## src/hdl/jac_pkg.sv

```systemverilog
package jac_pkg;

  // Sample and calibration widths
  localparam int ADC_BITS = 12;
  localparam int CAL_W    = 12;
  localparam int VAL_W    = (ADC_BITS > CAL_W) ? ADC_BITS : CAL_W;
  // A difference times 100 needs seven more bits
  localparam int NUM_W    = VAL_W + 7;
  localparam int CNT_W    = $clog2(NUM_W + 1);
  localparam int QUO_W    = 8;
  localparam int POS_W    = 8;
  localparam int CALC_W   = 10;
  localparam int DB_W     = 7;
  localparam int INV_W    = 2;
  localparam int IDX_W    = 4;
  localparam int DATA_W   = CAL_W;

  localparam logic signed [CALC_W-1:0] POS_LIMIT = CALC_W'(100);
  localparam logic signed [CALC_W-1:0] NEG_LIMIT = -POS_LIMIT;

  // Register reset values
  localparam logic [CAL_W-1:0] MIN_RST    = CAL_W'(100);
  localparam logic [CAL_W-1:0] CENTER_RST = CAL_W'(2048);
  localparam logic [CAL_W-1:0] MAX_RST    = CAL_W'(4000);
  localparam logic [DB_W-1:0]  DB_RST     = DB_W'(5);
  localparam logic [INV_W-1:0] INV_RST    = INV_W'(3);

  typedef enum logic [IDX_W-1:0] {
    REG_X_MIN    = IDX_W'(0),
    REG_X_CENTER = IDX_W'(1),
    REG_X_MAX    = IDX_W'(2),
    REG_Y_MIN    = IDX_W'(3),
    REG_Y_CENTER = IDX_W'(4),
    REG_Y_MAX    = IDX_W'(5),
    REG_DEAD     = IDX_W'(6),
    REG_INVERT   = IDX_W'(7)
  } cfg_reg_t;

  // Per-axis division job: magnitudes plus the flags needed afterward
  typedef struct packed {
    logic             lo;
    logic             zero;
    logic             neg;
    logic [NUM_W-1:0] num;
    logic [CAL_W-1:0] span;
  } axis_job_t;

  typedef struct packed {
    logic start;
    logic step;
  } div_ctl_t;

  // Pick the half-span, form |num|*100 and |span| and the quotient sign
  function automatic axis_job_t axis_prep(input logic [ADC_BITS-1:0] raw,
                                          input logic [CAL_W-1:0] mn,
                                          input logic [CAL_W-1:0] c,
                                          input logic [CAL_W-1:0] mx);
    logic [VAL_W:0]        r_e;
    logic [VAL_W:0]        mn_e;
    logic [VAL_W:0]        c_e;
    logic [VAL_W:0]        mx_e;
    logic signed [VAL_W:0] num_s;
    logic signed [VAL_W:0] span_s;
    logic [VAL_W:0]        span_m;
    logic [VAL_W-1:0]      num_m;
    logic [NUM_W-1:0]      n;
    axis_job_t             j;
    r_e    = (VAL_W+1)'(raw);
    mn_e   = (VAL_W+1)'(mn);
    c_e    = (VAL_W+1)'(c);
    mx_e   = (VAL_W+1)'(mx);
    j.lo   = r_e < c_e;
    num_s  = signed'(j.lo ? (r_e - mn_e) : (r_e - c_e));
    span_s = signed'(j.lo ? (c_e - mn_e) : (mx_e - c_e));
    num_m  = num_s[VAL_W] ? VAL_W'(unsigned'(-num_s)) : num_s[VAL_W-1:0];
    span_m = span_s[VAL_W] ? unsigned'(-span_s) : unsigned'(span_s);
    n      = NUM_W'(num_m);
    j.num  = (n << 6) + (n << 5) + (n << 2);
    j.span = span_m[CAL_W-1:0];
    j.zero = (span_s == '0);
    j.neg  = num_s[VAL_W] ^ span_s[VAL_W];
    return j;
  endfunction

  // Apply sign and offset, clamp, zero an empty span, invert, dead band
  function automatic logic [POS_W-1:0] axis_finish(input axis_job_t j,
                                                   input logic [QUO_W-1:0] quo,
                                                   input logic inv,
                                                   input logic [DB_W-1:0] db);
    logic signed [CALC_W-1:0] m;
    logic signed [CALC_W-1:0] q;
    logic signed [CALC_W-1:0] v;
    logic [CALC_W-1:0]        mag;
    m = signed'(CALC_W'(quo));
    q = j.neg ? -m : m;
    v = j.lo ? (q - POS_LIMIT) : q;
    if (v < NEG_LIMIT) v = NEG_LIMIT;
    if (v > POS_LIMIT) v = POS_LIMIT;
    if (j.zero) v = '0;
    if (inv) v = -v;
    mag = v[CALC_W-1] ? unsigned'(-v) : unsigned'(v);
    if (mag <= CALC_W'(db)) v = '0;
    return v[POS_W-1:0];
  endfunction

endpackage

```

## src/hdl/jac_div.sv

```systemverilog
module jac_div (
  input  logic                         clk,
  input  jac_pkg::div_ctl_t            ctl,
  input  logic [jac_pkg::NUM_W-1:0]    dividend,
  input  logic [jac_pkg::CAL_W-1:0]    divisor,
  output logic [jac_pkg::QUO_W-1:0]    quotient
);
  import jac_pkg::*;

  logic [NUM_W-1:0] dvd;
  logic [CAL_W-1:0] dvs;
  logic [CAL_W-1:0] rem;
  logic [QUO_W-1:0] quo;
  logic             sat;
  logic [CAL_W:0]   rem_sh;
  logic [CAL_W:0]   diff;
  logic             fits;

  // One restoring step: bring down the next dividend bit, try subtract
  always_comb begin
    rem_sh = {rem, dvd[NUM_W-1]};
    diff   = rem_sh - {1'b0, dvs};
    fits   = rem_sh >= {1'b0, dvs};
  end

  // Load on start, advance one quotient bit per step; note any bit lost off the top
  always_ff @(posedge clk) begin
    if (ctl.start) begin
      dvd <= dividend;
      dvs <= divisor;
      rem <= '0;
      quo <= '0;
      sat <= 1'b0;
    end else if (ctl.step) begin
      dvd <= {dvd[NUM_W-2:0], 1'b0};
      rem <= fits ? diff[CAL_W-1:0] : rem_sh[CAL_W-1:0];
      quo <= {quo[QUO_W-2:0], fits};
      sat <= sat | quo[QUO_W-1];
    end
  end

  // Saturate: any quotient past the range reads as all ones
  assign quotient = sat ? '1 : quo;

endmodule

```

## src/hdl/joystick_axis_conditioner.sv

```systemverilog
// Joystick axis conditioner: takes a pair of ADC samples (raw_x, raw_y) and
// returns pos_x and pos_y in -100..+100 plus a moved flag that is set when
// either position differs from the previous result (both start at zero after
// reset). Each axis maps linearly from its min/center/max calibration, then
// is clamped, optionally negated by invert_mask and zeroed inside dead_band;
// a zero-width half-span gives 0. The two axes run side by side through
// bit-serial restoring dividers that produce one quotient bit per cycle
// over the NUM_W-bit scaled numerator, and the output register is then
// written from the quotients. The input stalls while an item is in work;
// a finished result waits until the output register is free, and the next
// item is taken on the cycle after it has been written there, so the block
// takes no new item until the last one is through.
// Configuration writes are always ready and must be issued while idle.
module joystick_axis_conditioner (
  input  logic                               clk,
  input  logic                               rst,
  input  logic                               in_valid,
  output logic                               in_stall,
  input  logic [jac_pkg::ADC_BITS-1:0]       raw_x,
  input  logic [jac_pkg::ADC_BITS-1:0]       raw_y,
  output logic                               out_valid,
  input  logic                               out_stall,
  output logic signed [jac_pkg::POS_W-1:0]   pos_x,
  output logic signed [jac_pkg::POS_W-1:0]   pos_y,
  output logic                               moved,
  input  logic                               cfg_valid,
  output logic                               cfg_ready,
  input  logic [jac_pkg::IDX_W-1:0]          cfg_index,
  input  logic [jac_pkg::DATA_W-1:0]         cfg_data
);
  import jac_pkg::*;

  typedef enum logic [2:0] {
    S_IDLE = 3'b001,
    S_RUN  = 3'b010,
    S_DONE = 3'b100
  } state_t;

  state_t           state;
  state_t           state_next;
  logic [CNT_W-1:0] cnt;
  logic [CNT_W-1:0] cnt_next;

  logic [CAL_W-1:0] x_min_cal;
  logic [CAL_W-1:0] x_center_cal;
  logic [CAL_W-1:0] x_max_cal;
  logic [CAL_W-1:0] y_min_cal;
  logic [CAL_W-1:0] y_center_cal;
  logic [CAL_W-1:0] y_max_cal;
  logic [DB_W-1:0]  dead_band;
  logic [INV_W-1:0] invert_mask;

  axis_job_t        prep_x;
  axis_job_t        prep_y;
  axis_job_t        job_x;
  axis_job_t        job_y;
  div_ctl_t         dctl;
  logic [QUO_W-1:0] quo_x;
  logic [QUO_W-1:0] quo_y;
  logic [POS_W-1:0] res_x;
  logic [POS_W-1:0] res_y;
  logic [POS_W-1:0] prev_x;
  logic [POS_W-1:0] prev_y;
  logic             in_xfer;
  logic             out_load;

  assign cfg_ready = 1'b1;
  assign in_stall  = (state != S_IDLE);
  assign in_xfer   = in_valid && !in_stall;
  assign out_load  = (state == S_DONE) && (!out_valid || !out_stall);

  // Configuration registers; unknown indexes drop the write
  always_ff @(posedge clk) begin
    if (rst) begin
      x_min_cal    <= MIN_RST;
      x_center_cal <= CENTER_RST;
      x_max_cal    <= MAX_RST;
      y_min_cal    <= MIN_RST;
      y_center_cal <= CENTER_RST;
      y_max_cal    <= MAX_RST;
      dead_band    <= DB_RST;
      invert_mask  <= INV_RST;
    end else if (cfg_valid && cfg_ready) begin
      unique case (cfg_index)
        REG_X_MIN:    x_min_cal    <= cfg_data[CAL_W-1:0];
        REG_X_CENTER: x_center_cal <= cfg_data[CAL_W-1:0];
        REG_X_MAX:    x_max_cal    <= cfg_data[CAL_W-1:0];
        REG_Y_MIN:    y_min_cal    <= cfg_data[CAL_W-1:0];
        REG_Y_CENTER: y_center_cal <= cfg_data[CAL_W-1:0];
        REG_Y_MAX:    y_max_cal    <= cfg_data[CAL_W-1:0];
        REG_DEAD:     dead_band    <= cfg_data[DB_W-1:0];
        REG_INVERT:   invert_mask  <= cfg_data[INV_W-1:0];
        default:      ;
      endcase
    end
  end

  // Form each axis job from the live samples
  always_comb begin
    prep_x = axis_prep(raw_x, x_min_cal, x_center_cal, x_max_cal);
    prep_y = axis_prep(raw_y, y_min_cal, y_center_cal, y_max_cal);
  end

  // Capture the per-axis job on an input transfer
  always_ff @(posedge clk) begin
    if (in_xfer) begin
      job_x <= prep_x;
      job_y <= prep_y;
    end
  end

  // Dividers load with the job and step while running
  always_comb begin
    dctl.start = in_xfer;
    dctl.step  = (state == S_RUN);
  end

  jac_div u_div_x (
    .clk      (clk),
    .ctl      (dctl),
    .dividend (prep_x.num),
    .divisor  (prep_x.span),
    .quotient (quo_x)
  );

  jac_div u_div_y (
    .clk      (clk),
    .ctl      (dctl),
    .dividend (prep_y.num),
    .divisor  (prep_y.span),
    .quotient (quo_y)
  );

  // Sequence: accept, run one quotient bit per cycle, hand off to output
  always_comb begin
    state_next = state;
    cnt_next   = cnt;
    unique case (state)
      S_IDLE: begin
        cnt_next = '0;
        if (in_xfer) state_next = S_RUN;
      end
      S_RUN: begin
        cnt_next = cnt + CNT_W'(1);
        if (cnt == CNT_W'(NUM_W - 1)) state_next = S_DONE;
      end
      S_DONE: begin
        if (out_load) state_next = S_IDLE;
      end
      default: begin
        state_next = S_IDLE;
      end
    endcase
  end

  always_ff @(posedge clk) begin
    if (rst) begin
      state <= S_IDLE;
      cnt   <= '0;
    end else begin
      state <= state_next;
      cnt   <= cnt_next;
    end
  end

  // Finish both axes from the quotients
  always_comb begin
    res_x = axis_finish(job_x, quo_x, invert_mask[0], dead_band);
    res_y = axis_finish(job_y, quo_y, invert_mask[1], dead_band);
  end

  // Output register and previous-position tracking
  always_ff @(posedge clk) begin
    if (rst) begin
      out_valid <= 1'b0;
      prev_x    <= '0;
      prev_y    <= '0;
    end else if (out_load) begin
      out_valid <= 1'b1;
      prev_x    <= res_x;
      prev_y    <= res_y;
    end else if (!out_stall) begin
      out_valid <= 1'b0;
    end
  end

  always_ff @(posedge clk) begin
    if (out_load) begin
      pos_x <= signed'(res_x);
      pos_y <= signed'(res_y);
      moved <= (res_x != prev_x) || (res_y != prev_y);
    end
  end

endmodule

```

## config.mk

```make
export PLATFORM = sky130hd
export DESIGN_NAME = joystick_axis_conditioner
export DESIGN_NICKNAME = d
export VERILOG_FILES = /design/src/hdl/jac_pkg.sv /design/src/hdl/jac_div.sv /design/src/hdl/joystick_axis_conditioner.sv
export SDC_FILE = /design/constraint.sdc
export NUM_CORES = 1
export LEC_CHECK = 0
export BUFFER_PORTS_ARGS = -buffer_cell sky130_fd_sc_hd__buf_2
export CAP_MARGIN = 10
export CORE_ASPECT_RATIO = 2
export CORE_MARGIN = 5
export CORE_UTILIZATION = 50
export DETAILED_ROUTE_END_ITERATION = 8
export GPL_TIMING_DRIVEN = 1
export PLACE_DENSITY = 0.63
export RECOVER_POWER = 25
export SYNTH_ARGS = -nofsm -noshare
export SYNTH_HDL_FRONTEND = slang
export SYNTH_SLANG_ARGS = --single-unit
```

## constraint.sdc

```tcl
create_clock -name clk -period 14.1 [get_ports clk]
set_clock_uncertainty 0.1 [all_clocks]
set_input_delay 2.82 -clock clk [delete_from_list [all_inputs] [get_ports clk]]
set_output_delay 2.82 -clock clk [all_outputs]
set_load 0.01 [all_outputs]
```

==> results.json, run 1 <==
{
  "status": "finished, violations left",
  "violations": "max-capacitance violations, max-slew violations",
  "postCtsSetupBuffers": 0,
  "path_class": "flop to flop",
  "maxCapViolations": 2,
  "numPortBuffers": 63,
  "num_rows": 103,
  "num_vias": 17272,
  "cp.arrival_ns": 10.61,
  "r2r-end": "moved$_DFFE_PP_",
  "final_common_cell": "nand2_1",
  "coreArea_mm2": 0.03956,
  "finalWorstSetupSlack_ns": 3.666,
  "clk_pin_slew_ns": 0.07,
  "syn_to_final_growth_pct": 7.907,
  "slew_headroom_pct": -162.0,
  "vias_per_cell": 5.700,
  "die_w_um": 151.7,
  "cp-end-kind": "flop",
  "final_cell_mix": "nand2_1 (289), inv_1 (243), a21oi_1 (207)",
  "htree_levels": 1,
  "p_total_mw": 2.552,
  "gp_congestion": 0.9586,
  "drc": 0,
  "root_buffer": "clkbuf_16",
  "syn_area_per_cell_um2": 8.097,
  "dpl-instance-area_mm2": 0.02078,
  "tightest_slew_ns": 3.930,
  "hold_end": "u_div_y.rem[11]$_SDFFE_PP0P_",
  "clk_latency_ns": 0.55,
  "wl_mm": 53.86,
  "required_ns": 14.27,
  "timing.fmax_mhz": 95.84,
  "ys_seq_elements": 229,
  "cts.sink_count": 229,
  "holdPathStages": 2,
  "power_leakage_nw": 9.047,
  "antenna_found_initial": 1,
  "fin_worst_hold_slack_ns": 0.3546,
  "die_area_mm2": 0.04448,
  "rsz0062_at_grt": "no",
  "cts_buffer_depth": 3,
  "dp_worst_setup_slack_ns": 3.565,
  "gr-total-overflow": 0,
  "crit_fanout": 20,
  "cp_common_cell": "ha_1",
  "rr_startpoint": "u_div_y.sat$_SDFFE_PP0P_",
  "ys.flop_type": "dfxtp_1",
  "cp_slowest_cell": "xor2_1",
  "ctsHoldBuffers": 0,
  "synth.distinct_cells": 104,
  "ys_warn_count": 0,
  "post-dp-hpwl_mm": 44.06,
  "min_path_type": "flop to flop",
  "powerDensity_mw_per_mm2": 117.9,
  "grtUsageTotal_pct": 24.00,
  "grt_pass1_wl_mm": 86.07,
  "tns_ns": 0,
  "final-max-slew-violation-count": 144,
  "critPathLaunchType": "flop",
  "setup_viol": 0,
  "drt_iter0_drc": 749,
  "drive_gt1_share_pct": 7.308,
  "multi_input_area_mm2": 0.01335,
  "synth_cells": 2478,
  "synth_area_mm2": 0.02006,
  "ir_worst_vdd_uv": 103.3,
  "io_pins": 65,
  "cts_buffers": 24,
  "fin_crit_sh_pct": 74.00,
  "reg2reg_depth": 35,
  "async_flop_share_pct": 0,
  "firstDrtPassIters": 7,
  "cts_resized": 0,
  "seqCellArea_mm2": 0.005395,
  "rrSetupSlack_ns": 3.67,
  "synthesis.nets": 2733,
  "cpPeakStageDelay_ns": 0.70,
  "grt_max_degree": 88,
  "drtAntennaViolNets": 0,
  "hold_viol": 0,
  "min_from": "u_div_y.rem[11]$_SDFFE_PP0P_",
  "die_h_um": 293.3,
  "post_drt_wl_per_cell_um": 17.78,
  "grt_pass1_vias": 17370,
  "n_fill_cell": 3826,
  "min_period_ns": 10.43,
  "synth_edf_count": 81,
  "cts_tree": "yes",
  "fin_nets": 2741,
  "start_util_pct": 50.71,
  "final_area_mm2": 0.02165,
  "ys_seq_area_share_pct": 26.89
}
-- sequential cells by signal (all words and copies together) (netlist names), 12 cells and up --
signal / flops
u_div_x.dvd: 17
u_div_x.dvs: 12
u_div_x.rem: 12
u_div_y.dvd: 17
u_div_y.dvs: 12
u_div_y.rem: 12
x_center_cal: 12
x_max_cal: 12
x_min_cal: 12
y_center_cal: 12
y_max_cal: 12
y_min_cal: 12
-- stage by stage --
| step | utilization (%) | instances |
|---|---|---|
| detailed placement | 52.53 | 2985 |
| CTS | 54.78 | 3029 |
| global route | 54.72 | 3029 |
| floorplan | - | 2478 |
| global placement | 52.53 | 2985 |
| finish | 54.72 | 3030 |
-- per-layer routing --
metal / routed length (µm) / GRT usage, % / share of wire [%] / vias to the layer above
met5: 13 / 0 / 0.024 / -
met4: 4107 / 15.36 / 7.6 / 2
met3: 1506 / 2.145 / 2.8 / 170
met2: 29100 / 46.65 / 54 / 337
met1: 19130 / 23.38 / 36 / 8092
li1: - / - / - / 8671
-- area by class of cell --
cell class                 instances  area share, %
antenna                            1        0.01156
tap                              525          3.034
sequential                       229          24.92
timing repair buffer              81          2.000
clock inverter                    16         0.9709
clock buffer                      28          3.138
multi-input combinational       1905          61.68
inverter                         245          4.248
-- worst max-delay path by stage --
| stage | from | endpoint | slack (ns) |
|---|---|---|---|
| final | u_div_y.sat$_SDFFE_PP0P_ | moved$_DFFE_PP_ | 3.67 |
| after detailed placement | raw_x[1] | u_div_x.dvd[17]$_DFFE_PP_ | 3.56 |
| after global routing | u_div_y.sat$_SDFFE_PP0P_ | moved$_DFFE_PP_ | 3.05 |
| after CTS | u_div_y.sat$_SDFFE_PP0P_ | moved$_DFFE_PP_ | 3.73 |
| after floorplan | raw_y[2] | u_div_y.dvd[17]$_DFFE_PP_ | 4.62 |
| after global placement | raw_x[1] | u_div_x.dvd[17]$_DFFE_PP_ | 3.89 |
-- cells in the mapped netlist, types with 16 or more instances --
| library cell | n | share of area (%) |
|---|---|---|
| and3_1 | 21 | 0.65 |
| nor2b_1 | 39 | 1.2 |
| nand4_1 | 18 | 0.56 |
| a21o_1 | 25 | 0.94 |
| fa_1 | 28 | 2.8 |
| mux2i_1 | 99 | 4.9 |
| nor3b_1 | 23 | 0.86 |
| nand2_1 | 290 | 5.4 |
| xnor2_1 | 128 | 5.6 |
| clkbuf_1 | 75 | 1.4 |
| nand3_1 | 22 | 0.55 |
| ha_1 | 182 | 11 |
| o21ai_0 | 152 | 3.8 |
| or3_1 | 17 | 0.53 |
| nor3_1 | 38 | 0.95 |
| a21boi_0 | 19 | 0.71 |
| nand2b_1 | 24 | 0.75 |
| dfxtp_1 | 148 | 15 |
| inv_1 | 242 | 4.5 |
| xor2_1 | 47 | 2.1 |
| nand3b_1 | 16 | 0.60 |
| o21bai_1 | 34 | 1.3 |
| nor2_1 | 204 | 3.8 |
| edfxtp_1 | 81 | 12 |
| a211o_1 | 23 | 1.0 |
| a21oi_1 | 209 | 5.2 |
-- logic make-up after synthesis --
family	count (synthesis)	synth area share, %
compound gates	619	19.91
simple gates	794	19.39
mux	106	5.332
other cells	1	0.01869
buf+inv	344	6.679
xor+xnor	175	7.639
fa+ha+maj	210	14.14
flops	229	26.89
-- power breakdown --
part	leakage, nW	switching (mW)	total (mW)	internal (mW)
logic	6.66	0.621	1.07	0.450
registers	1.95	0.0233	0.776	0.753
clock network	0.429	0.283	0.705	0.423
total	9.05	0.927	2.55	1.63
-- worst max-delay path: cells and delay by family, from the launching register on --
kind / cells / cell delay [ns]
adders and majority gates: 4 / 1.34
DFF: 1 / 0.51
and+or+nand+nor: 10 / 2.28
buffers and inverters: 2 / 0.23
AOI/OAI and AO/OA: 17 / 4.77
xor gates and xnor gates: 2 / 0.88
No activity file was read; power rests on OpenSTA's default activity.
==> run 2: changes to the inputs <==
--- a/config.mk
+++ b/config.mk
@@ -12,7 +12,7 @@
 export CORE_UTILIZATION = 50
 export DETAILED_ROUTE_END_ITERATION = 8
 export GPL_TIMING_DRIVEN = 1
-export PLACE_DENSITY = 0.63
+export PLACE_DENSITY = 0.66
 export RECOVER_POWER = 25
 export SYNTH_ARGS = -nofsm -noshare
 export SYNTH_HDL_FRONTEND = slang
==> constraint.sdc (replaced) <==
create_clock -name clk -period 8.4 [get_ports clk]
set_clock_uncertainty 0.1 [all_clocks]
set_input_delay 1.68 -clock clk [delete_from_list [all_inputs] [get_ports clk]]
set_output_delay 1.68 -clock clk [all_outputs]
set_load 0.01 [all_outputs]
==> results.json, run 2 (synthesis results as in run 1) <==
{
  "cts.sink_count": 229,
  "numPortBuffers": 63,
  "reg2reg_depth": 39,
  "powerDensity_mw_per_mm2": 188.5,
  "power_switching_mw": 1.550,
  "grt_max_degree": 107,
  "cts_buffer_depth": 3,
  "num_vias": 17693,
  "tightest_slew_ns": 2.733,
  "firstDrtPassIters": 5,
  "ctsHoldBuffers": 0,
  "drive_gt1_share_pct": 10.45,
  "sequentialPowerShare_pct": 31.1,
  "cts_buffers": 23,
  "cts_tree": "yes",
  "min_period_ns": 8.048,
  "cp-end-kind": "flop",
  "grt_pass1_wl_mm": 85.17,
  "num_rows": 103,
  "vias_per_cell": 5.728,
  "slew_headroom_pct": -82.18,
  "coreArea_mm2": 0.03956,
  "ir_worst_vdd_uv": 156.1,
  "n_fill_cell": 3732,
  "fin_worst_hold_slack_ns": 0.3558,
  "final_cell_mix": "nand2_1 (289), inv_1 (240), a21oi_1 (206)",
  "post-dp-hpwl_mm": 41.87,
  "start_util_pct": 50.71,
  "required_ns": 8.57,
  "die_w_um": 151.7,
  "path_class": "flop to flop",
  "cp_slowest_cell": "or4_4",
  "grt_pass1_vias": 17637,
  "min_path_type": "flop to flop",
  "reg_top3": "u_div_x.dvd (17), u_div_y.dvd (17)",
  "drt_iter0_drc": 741,
  "grtUsageTotal_pct": 23.35,
  "htree_levels": 1,
  "seqCellArea_mm2": 0.005395,
  "antenna_found_initial": 0,
  "fin_crit_sh_pct": 95.80,
  "gp_congestion": 0.9391,
  "p_sw_share_pct": 37.16,
  "crit_fanout": 9,
  "gr-total-overflow": 0,
  "cpPeakStageDelay_ns": 0.58,
  "wl_met2_mm": 28.86,
  "highest-signal-layer": "met4",
  "critPathLaunchType": "flop",
  "wl_mm": 52.44,
  "maxCapViolations": 1,
  "final_cell_count_no_fill": 3089,
  "hold_viol": 0,
  "die_area_mm2": 0.04448,
  "final-max-slew-violation-count": 55,
  "final_common_cell": "nand2_1",
  "drc": 0,
  "fin_nets": 2804,
  "p_int_mw": 2.620,
  "setup_viol": 0,
  "clk_latency_ns": 0.53,
  "holdPathStages": 2,
  "antenna_cells": 0,
  "power_leakage_nw": 9.318,
  "status": "finished, violations left",
  "cp.arrival_ns": 8.22,
  "io_pins": 65,
  "drtAntennaViolNets": 0,
  "m1WireLength_mm": 18.87,
  "die_h_um": 293.3,
  "clk_pin_slew_ns": 0.06,
  "post_drt_wl_per_cell_um": 16.98,
  "multi_input_area_mm2": 0.01353,
  "violations": "max-capacitance violations, max-slew violations",
  "power_frac_clock_pct": 23.5,
  "syn_to_final_growth_pct": 10.26,
  "timing.fmax_mhz": 124.3,
  "root_buffer": "clkbuf_16",
  "dp_cells": 3038,
  "comb_power_share_pct": 45.4,
  "wl_met3_mm": 1.517
}
-- run 2: cell types whose count changed in the layout (fill, tap and decap cells not counted), sizes merged --
cell / before / now
diode: 1 / 0
buf: 75 / 139
clkinv: 10 / 8
clkbuf: 34 / 33
inv: 245 / 249
bufinv: 4 / 0
clkinvlp: 2 / 1
-- run 2: metrics by stage --
| stage | setup slack [ns] | instance area [µm²] | TNS (ns) | total power [mW] | utilization, % |
|---|---|---|---|---|---|
| after floorplan | 0.06434 | 20070 | 0 | 2.753 | - |
| after global placement | 0.03334 | 21180 | 0 | 3.123 | 53.52 |
| after detailed placement | -0.2340 | 21180 | -0.2522 | 3.165 | 53.52 |
| after CTS | 0.07587 | 21900 | 0 | 4.164 | 55.36 |
| after global routing | -0.03150 | 22120 | -0.03911 | 4.497 | 55.92 |
| final | 0.3525 | 22120 | 0 | 4.170 | 55.92 |
-- run 2: worst max-delay path: cells and delay by family (launching register included) --
kind | cells | cell delay (ns)
fa+ha+maj | 5 | 1.09
buf+inv | 6 | 0.62
compound gates | 15 | 3.71
flops | 1 | 0.31
simple gates | 11 | 1.64
xor+xnor | 2 | 0.31
-- run 2: what timing repair did --
item                       4_1_cts  5_1_grt
buffers inserted                 2        8
setup endpoints to repair        1       35
gates resized for setup          2       39
hold endpoints to repair         0        0
pin swaps                        0       12
-- run 2: area by class of cell --
cell class	count	area share, %
clock buffer	27	2.760
multi-input combinational	1905	61.16
sequential	229	24.39
clock inverter	13	0.4128
inverter	245	4.157
tap	525	2.969
timing repair buffer	145	4.157
-- run 2: layer usage --
layer	GRT usage, %	vias to the layer above
li1	-	8796
met1	23.66	8277
met2	45.59	441
met3	1.806	179
met4	12.90	0
met5	0	-
-- run 2: path summary, 6_finish.rpt --
path | from | end | slack [ns]
worst max-delay path | u_div_y.sat$_SDFFE_PP0P_ | moved$_DFFE_PP_ | 0.35
worst min-delay path | y_min_cal[11]$_SDFFE_PP0P_ | y_min_cal[11]$_SDFFE_PP0P_ | 0.36
worst max register to register | u_div_y.sat$_SDFFE_PP0P_ | moved$_DFFE_PP_ | 0.35
worst min register to register | y_min_cal[11]$_SDFFE_PP0P_ | y_min_cal[11]$_SDFFE_PP0P_ | 0.36
-- run 2: power by group through the flow --
stage	combinational, mW	clock [mW]	sequential (mW)
2_1_floorplan	1.45	0	1.30
3_3_place_gp	1.81	0	1.32
3_5_place_dp	1.85	0	1.32
4_1_cts	1.86	1.01	1.30
5_1_grt	2.14	1.05	1.30
6_report	1.89	0.981	1.30
